[config.mk]
export PLATFORM = sky130hd
export DESIGN_NAME = tag_uid_dedup_filter
export DESIGN_NICKNAME = d
export VERILOG_FILES = /design/src/hw/rtl/tudf_pkg.sv /design/src/hw/rtl/tag_uid_dedup_filter.sv /design/src/hw/rtl/tudf_cell.sv
export VERILOG_INCLUDE_DIRS = /design/src /design/src/hw/rtl
export SDC_FILE = /design/constraint.sdc
export NUM_CORES = 2
export LEC_CHECK = 0
export ABC_CLOCK_PERIOD_IN_PS = 7000
export BUFFER_PORTS_ARGS = -buffer_cell sky130_fd_sc_hd__buf_2
export CELL_PAD_IN_SITES_DETAIL_PLACEMENT = 1
export CELL_PAD_IN_SITES_GLOBAL_PLACEMENT = 1
export CORE_MARGIN = 5
export CORE_UTILIZATION = 50
export DETAILED_ROUTE_END_ITERATION = 6
export PLACE_DENSITY = 0.86
export RECOVER_POWER = 50
export SYNTH_ARGS = -nofsm -noshare
export SYNTH_HDL_FRONTEND = slang
export SYNTH_SLANG_ARGS = --single-unit
[constraint.sdc]
create_clock -name clk -period 7 [get_ports clk]
set_input_delay 1.75 -clock clk [delete_from_list [all_inputs] [get_ports clk]]
set_output_delay 1.75 -clock clk [all_outputs]
set_load 0.02 [all_outputs]
[src/hw/rtl/tag_uid_dedup_filter_macros.svh]
// Assertion macros used by the tag UID dedup filter top level.
`ifndef TAG_UID_DEDUP_FILTER_MACROS_SVH
`define TAG_UID_DEDUP_FILTER_MACROS_SVH

`ifndef SYNTHESIS
// Checked at every rising clock edge, masked while reset is asserted.
`define TUDF_ASSERT(lbl, prop) \
	lbl: assert property (@(posedge clk) disable iff (!arst_n) prop) \
		else $error("tag_uid_dedup_filter assertion failed");
// Checked at every rising clock edge, also during reset.
`define TUDF_ASSERT_ALWAYS(lbl, prop) \
	lbl: assert property (@(posedge clk) prop) \
		else $error("tag_uid_dedup_filter assertion failed");
`else
`define TUDF_ASSERT(lbl, prop)
`define TUDF_ASSERT_ALWAYS(lbl, prop)
`endif

`endif

[src/hw/rtl/tudf_pkg.sv]
// Types and constants of the tag UID dedup filter.
package tudf_pkg;

	localparam int KEY_W      = 56;
	localparam int LEN_W      = 4;
	localparam int FIELD_BYTES = KEY_W / 8;
	// longest UID in bytes; reported lengths above it clamp to it
	localparam int UID_BYTES  = 7;

	typedef struct packed {
		logic              command;
		logic [KEY_W-1:0]  uid;
		logic [LEN_W-1:0]  uid_len;
		logic [31:0]       time_ms;
	} tudf_req_t;

	typedef struct packed {
		logic              repeat_res;
		logic              stored;
		logic [31:0]       scan_total;
		logic [31:0]       unique_total;
		logic [3:0]        entries_in_use;
		logic [31:0]       update_number;
		logic [KEY_W-1:0]  latest_uid;
		logic [2:0]        last_len;
		logic [31:0]       last_time;
	} tudf_rsp_t;

	// Search token walking down the cell row.
	typedef struct packed {
		logic              vld;
		logic [KEY_W-1:0]  key;
		logic [LEN_W-1:0]  len;
		logic              hit;
	} tudf_tok_t;

	// Entry write broadcast from the controller.
	typedef struct packed {
		logic [KEY_W-1:0]  key;
		logic [LEN_W-1:0]  len;
	} tudf_wr_t;

endpackage

[src/hw/rtl/tag_uid_dedup_filter.sv]
// Top level of the tag UID dedup filter: controller, counters and cell row.
//
//  channel | dir | handshake             | beat
//  --------+-----+-----------------------+--------------------------------------
//  req     | in  | req_valid / req_ready | one card read report or clear command
//  rsp     | out | rsp_valid / rsp_ready | status after that item
//
// Flow: an item enters from S_IDLE, its search token then walks the cell
// row register by register, and the item commits in S_COMMIT.
// Stalls: a held rsp beat stalls the commit only; the next request is taken
// as soon as the commit has happened, while the response still waits.
// Reset: counters, last-read fields and fill count clear at once; table
// entries are not cleared and are never read above the fill count.
`include "tag_uid_dedup_filter_macros.svh"

module tag_uid_dedup_filter #(
	parameter int CAPACITY  = 10
) (
	input  logic                clk,
	input  logic                arst_n,
	input  logic                req_valid,
	output logic                req_ready,
	input  tudf_pkg::tudf_req_t req,
	output logic                rsp_valid,
	input  logic                rsp_ready,
	output tudf_pkg::tudf_rsp_t rsp
);
	import tudf_pkg::*;

	localparam int FW = $clog2(CAPACITY + 1);
	localparam logic [LEN_W-1:0] MaxLen = LEN_W'(UID_BYTES);
	localparam logic [FW-1:0]    CapVal = FW'(CAPACITY);

	typedef enum logic [1:0] {
		S_IDLE,
		S_WALK,
		S_COMMIT
	} state_t;

	state_t           state_q;
	logic [FW-1:0]    fill_q;
	logic [31:0]      scan_q;
	logic [31:0]      uniq_q;
	logic [31:0]      seq_q;
	logic [KEY_W-1:0] recent_id_q;
	logic [LEN_W-1:0] recent_len_q;
	logic [31:0]      recent_time_q;
	logic             rsp_valid_q;
	tudf_rsp_t        rsp_q;

	// item held while its token walks
	logic             cmd_q;
	logic             nocard_q;
	logic [KEY_W-1:0] key_q;
	logic [LEN_W-1:0] len_q;
	logic [31:0]      time_q;
	logic             hit_q;

	logic             accept;
	logic [LEN_W-1:0] len_c;
	logic [KEY_W-1:0] key_c;
	tudf_tok_t        tok [CAPACITY+1];
	logic [CAPACITY-1:0] chain_vld;
	logic             commit;
	logic             do_store;
	tudf_wr_t         wr;

	assign req_ready = (state_q == S_IDLE);
	assign accept    = req_valid && req_ready;
	assign rsp_valid = rsp_valid_q;
	assign rsp       = rsp_q;

	// clamp the length and zero the bytes beyond it
	assign len_c = (req.uid_len > MaxLen) ? MaxLen : req.uid_len;
	always_comb begin
		for (int b = 0; b < FIELD_BYTES; b++) begin
			key_c[8*b +: 8] = (LEN_W'(b) < len_c) ? req.uid[8*b +: 8] : 8'h00;
		end
	end

	always_comb begin
		tok[0].vld = accept;
		tok[0].key = key_c;
		tok[0].len = len_c;
		tok[0].hit = 1'b0;
	end

	assign commit   = (state_q == S_COMMIT) && (!rsp_valid_q || rsp_ready);
	assign do_store = !cmd_q && !nocard_q && !hit_q && (fill_q < CapVal);
	assign wr.key   = key_q;
	assign wr.len   = len_q;

	// cell row: one entry per cell, the token moves one cell a cycle
	for (genvar i = 0; i < CAPACITY; i++) begin : g_cell
		logic live;
		logic wr_en;

		assign live  = (FW'(i) < fill_q);
		assign wr_en = commit && do_store && (fill_q == FW'(i));
		assign chain_vld[i] = tok[i+1].vld;

		tudf_cell u_cell (
			.clk     (clk),
			.arst_n  (arst_n),
			.live    (live),
			.wr_en   (wr_en),
			.wr      (wr),
			.tok_in  (tok[i]),
			.tok_out (tok[i+1])
		);
	end

	// payload of the item in flight
	always_ff @(posedge clk) begin
		if (accept) begin
			cmd_q    <= req.command;
			nocard_q <= (req.uid_len == '0);
			key_q    <= key_c;
			len_q    <= len_c;
			time_q   <= req.time_ms;
		end
		if (tok[CAPACITY].vld) begin
			hit_q <= tok[CAPACITY].hit;
		end
	end

	always_ff @(posedge clk or negedge arst_n) begin
		if (!arst_n) begin
			state_q       <= S_IDLE;
			fill_q        <= '0;
			scan_q        <= '0;
			uniq_q        <= '0;
			seq_q         <= '0;
			recent_id_q   <= '0;
			recent_len_q  <= '0;
			recent_time_q <= '0;
			rsp_valid_q   <= 1'b0;
			rsp_q         <= '0;
		end else begin
			// raise the response on commit, drop it once taken
			if (commit) begin
				rsp_valid_q <= 1'b1;
			end else if (rsp_valid_q && rsp_ready) begin
				rsp_valid_q <= 1'b0;
			end
			unique case (state_q)
				S_IDLE: begin
					if (accept) begin
						state_q <= S_WALK;
					end
				end
				S_WALK: begin
					if (tok[CAPACITY].vld) begin
						state_q <= S_COMMIT;
					end
				end
				S_COMMIT: begin
					if (commit) begin
						state_q     <= S_IDLE;
						priority if (cmd_q) begin
							// clear: drop the table, zero counters, bump sequence
							fill_q        <= '0;
							scan_q        <= '0;
							uniq_q        <= '0;
							seq_q         <= seq_q + 32'd1;
							recent_id_q   <= '0;
							recent_len_q  <= '0;
							recent_time_q <= '0;
							rsp_q.repeat_res     <= 1'b0;
							rsp_q.stored         <= 1'b0;
							rsp_q.scan_total     <= '0;
							rsp_q.unique_total   <= '0;
							rsp_q.entries_in_use <= '0;
							rsp_q.update_number  <= seq_q + 32'd1;
							rsp_q.latest_uid     <= '0;
							rsp_q.last_len       <= '0;
							rsp_q.last_time      <= '0;
						end else if (nocard_q) begin
							// no card: report the current state unchanged
							rsp_q.repeat_res     <= 1'b0;
							rsp_q.stored         <= 1'b0;
							rsp_q.scan_total     <= scan_q;
							rsp_q.unique_total   <= uniq_q;
							rsp_q.entries_in_use <= 4'(fill_q);
							rsp_q.update_number  <= seq_q;
							rsp_q.latest_uid     <= recent_id_q;
							rsp_q.last_len       <= recent_len_q[2:0];
							rsp_q.last_time      <= recent_time_q;
						end else begin
							fill_q        <= fill_q + FW'(do_store);
							scan_q        <= scan_q + 32'd1;
							uniq_q        <= uniq_q + 32'(!hit_q);
							seq_q         <= seq_q + 32'd1;
							recent_id_q   <= key_q;
							recent_len_q  <= len_q;
							recent_time_q <= time_q;
							rsp_q.repeat_res     <= hit_q;
							rsp_q.stored         <= do_store;
							rsp_q.scan_total     <= scan_q + 32'd1;
							rsp_q.unique_total   <= uniq_q + 32'(!hit_q);
							rsp_q.entries_in_use <= 4'(fill_q + FW'(do_store));
							rsp_q.update_number  <= seq_q + 32'd1;
							rsp_q.latest_uid     <= key_q;
							rsp_q.last_len       <= len_q[2:0];
							rsp_q.last_time      <= time_q;
						end
					end
				end
				default: begin
					state_q <= S_IDLE;
				end
			endcase
		end
	end

	// at most one search token in the row
	`TUDF_ASSERT(a_one_token, $onehot0(chain_vld))
	// the token leaves the row only while the controller waits for it
	`TUDF_ASSERT(a_tail_in_walk, tok[CAPACITY].vld |-> state_q == S_WALK)
	// fill count never passes the table size
	`TUDF_ASSERT(a_fill_bound, fill_q <= CapVal)
	// a repeat is never stored again
	`TUDF_ASSERT(a_rep_not_stored, rsp_valid_q |-> !(rsp_q.repeat_res && rsp_q.stored))
	// an accepted beat closes the request side until its commit
	`TUDF_ASSERT(a_one_in_flight, accept |=> !req_ready)

endmodule

[src/hw/rtl/tudf_cell.sv]
// One table entry: holds a stored UID and compares the passing token against it.
module tudf_cell (
	input  logic               clk,
	input  logic               arst_n,
	input  logic               live,
	input  logic               wr_en,
	input  tudf_pkg::tudf_wr_t wr,
	input  tudf_pkg::tudf_tok_t tok_in,
	output tudf_pkg::tudf_tok_t tok_out
);
	import tudf_pkg::*;

	logic [KEY_W-1:0] key_q;
	logic [LEN_W-1:0] len_q;
	logic             vld_s1;
	tudf_tok_t        pay_s1;
	logic             match;

	assign match = live && (len_q == tok_in.len) && (key_q == tok_in.key);

	always_ff @(posedge clk) begin
		if (wr_en) begin
			key_q <= wr.key;
			len_q <= wr.len;
		end
	end

	// advance the token one cell per cycle
	always_ff @(posedge clk or negedge arst_n) begin
		if (!arst_n) begin
			vld_s1 <= 1'b0;
		end else begin
			vld_s1 <= tok_in.vld;
		end
	end

	always_ff @(posedge clk) begin
		pay_s1.vld <= 1'b0;
		pay_s1.key <= tok_in.key;
		pay_s1.len <= tok_in.len;
		pay_s1.hit <= tok_in.hit | (tok_in.vld & match);
	end

	always_comb begin
		tok_out     = pay_s1;
		tok_out.vld = vld_s1;
	end

endmodule
==> results.cfg <==
[global_routing]
grt_usage_pct = 32.4
grt_pass1_wl_mm = 289
grt_max_degree = 146
antenna_found_initial = 16
grt_pass1_vias = 40600
gr-total-overflow = 0

[pwr]
ir_drop_mv = 0.268
total_power_mw = 24.5
power_leakage_nw = 25.7
power.density_nw_per_um2 = 369

[route]
dr.pass1.iters = 6
drt_iter0_markers = 5081
vias_per_cell = 6.29
drc_errors = 0
vias = 38200
ant_nets = 0
wl_per_cell_um = 32.9
wl_mm = 200

[die]
start_util_pct = 50.4
die_w_um = 350
row_count = 124
ios = 292
dieArea_um2 = 122000
die_y_um = 350
core_area_um2 = 115000

[clocking]
ctsResizeCount = 0
cts_buffer_depth = 3
worstSkewPairLatency_ns = 0.80
root_buffer = clkbuf_16
cts.sinks = 1642
cts_buffers = 156
post_cts_buffers = 0
postCtsHoldBufs = 0
cts_tree = yes
clkTransAtPathRegs_ns = 0.06
h-tree-depth = 4

[cells_and_area]
fin_cells = 6077
area.growth.synth_to_final_pct = 15.0
nets = 4527
fillers = 10900
final_cell_mix = edfxtp_1, dfxtp_1, dfrtp_1
layout_commonest_cell = edfxtp_1
layout-drive-gt1-share_pct = 13.3

[yosys]
synth_xor_area_share_pct = 9.04
yosysSeqAreaShare_pct = 72.5
netlist_area_um2 = 57700
yosys.area_share.simple_pct = 7.66
synth_top_area_cell = edfxtp_1
synth-compound-area-share_pct = 7.23
synth_fa_ha_area_share_pct = 0.130
yosys_warnings = 0
dominantRegCellSynth = edfxtp_1
synth_top_family_by_area = XOR/XNOR gates
synth-async-reset-ratio_pct = 24.2
synth-seq-cells = 1642
syn_area_per_cell_um2 = 14.2
synth_top_area_share_pct = 36.2
synth_edf_count = 695
postSynthCellCount = 4062
yosys-mux-area-fraction_pct = 1.67
synth.area.top_cells = edfxtp_1, dfxtp_1, dfrtp_1
ys_types = 75

[sta]
worstMarginPinSlew_ns = 3.34
rsz0062_at_grt = no
timing.final.crit_share_pct = 74.3
fin_crit_ns = 5.20
finalHoldViolations = 0
max_freq_ghz = 0.192
fin_setup_tns_ns = 0
setup_viol = 0
fin_hold_ws_ns = 0.354
max_slew_margin_pct = -123
fin_skew_ns = 0.0350
drv_slew = 191

[critical_path]
critical_path_class = input port to register
crit_required_ns = 7.75
crit_arrival_ns = 5.95
end_kind = register
setup.worst_path.start_class = input port
crit_fanout = 36
reg2reg_slack_ns = 2.22
ff2ff_path_depth = 6

[flow_run]
max_cap_violations = 9

[placed_design]
place.gp.congestion = 0.943
dp_hpwl_mm = 127
dp_cells = 5778
io_buffers = 291

[worst_hold_path]
min_path_type = register to register
whs_path_depth = 0

[outcome]
outcome = finished, violations left
violations = capacitance limit, slew limit
-- power breakdown --
group | leakage [nW] | internal (mW) | switching, mW
Clock | 2.65 | 5.02 | 4.00
Sequential | 16.0 | 11.1 | 1.18
Combinational | 7.05 | 1.01 | 2.17
-- registers in the layout, indices dropped and copies added (netlist names), 32 cells and up --
| register | flops |
|---|---|
| scan_q | 32 |
| g_cell.u_cell.key_q | 560 |
| rsp | 193 |
| g_cell.u_cell.len_q | 40 |
| g_cell.u_cell.tok_out | 550 |
| time_q | 32 |
| seq_q | 32 |
| recent_time_q | 32 |
| recent_id_q | 56 |
| uniq_q | 32 |
| key_q | 56 |
-- synth_stat cells, types with 6 or more instances --
cell type and n:
o21ai_0 120, and3_1 14, nand2_1 294, or3_1 13, a21oi_1 30, dfxtp_1 550
and2_1 30, nand2b_1 17, buf_1 16, edfxtp_1 695, a22o_1 102, nand3_1 51
a31oi_1 26, a2111oi_0 8, o22ai_1 41, o2111ai_1 9, o2bb2ai_1 13, nor4bb_1 11
inv_1 118, nor2_1 143, nor2b_1 37, o32ai_1 6, a221o_1 6, o31ai_1 121
mux2i_1 96, a221oi_1 19, xnor2_1 359, a21o_1 12, nand4_1 104, buf_2 31
nor3_1 36, nor4_1 78, clkbuf_1 93, dfrtp_1 397, ha_1 6, o21ai_1 40
xor2_1 236
-- worst max-delay path, stage by stage --
cell       delay, ns
clkbuf_1        0.09
and2_0          2.35
o2111ai_1       0.53
or4_1           0.70
nor3_1          0.20
and4_1          0.21
-- layer usage --
metal / vias up / part of all wire, % / GRT usage (%)
li1: 15300 / - / -
met1: 19500 / 36 / 39.4
met2: 2588 / 47 / 52.7
met3: 773 / 8.3 / 5.79
met4: 0 / 8.5 / 22.8
met5: - / 0 / 0
-- logic make-up (layout without fill, tap and decap cells) --
group	count (synthesis)	after routing
and+or+nand+nor	867	867
other	1	7
adders and majority gates	6	6
xor gates and xnor gates	595	595
AOI/OAI and AO/OA	594	594
buffers and inverters	261	758
DFF	1642	1642
muxes	96	96
-- through the flow --
stage / utilization (%) / worst slack (ns) / area [um2]
after floorplan: - / 1.47 / 57700
after global placement: 53.3 / 2.36 / 61000
after detailed placement: 53.3 / 2.19 / 61000
after CTS: 58.0 / 2.86 / 66400
after global routing: 57.9 / 1.58 / 66300
final: 57.9 / 1.80 / 66300
-- layout make-up --
cell class	count	area [um2]	share of cell area, %
Tap cell	1512	1890	2.85
Sequential cell	1642	41800	63.1
Clock buffer	236	4640	7.00
Multi-Input combinational cell	2160	14900	22.5
Clock inverter	58	749	1.13
Inverter	120	450	0.679
Antenna cell	5	12.5	0.0189
Timing Repair Buffer	344	1810	2.73
-- worst paths after layout --
| kind | start | to |
|---|---|---|
| min reg2reg | g_cell[4].u_cell.tok_out[19]$_DFF_P_ | g_cell[5].u_cell.tok_out[19]$_DFF_P_ |
| max | req_valid | g_cell[0].u_cell.tok_out[0]$_DFF_P_ |
| max reg2reg | state_q[0]$_DFFE_PN0P_ | g_cell[0].u_cell.tok_out[0]$_DFF_P_ |
| min in group asynchronous | arst_n | rsp[11]$_DFFE_PN0P_ |
| max in group asynchronous | arst_n | seq_q[14]$_DFFE_PN0P_ |
| min | g_cell[4].u_cell.tok_out[19]$_DFF_P_ | g_cell[5].u_cell.tok_out[19]$_DFF_P_ |
Note: power is estimated with default switching activity, not from simulation.
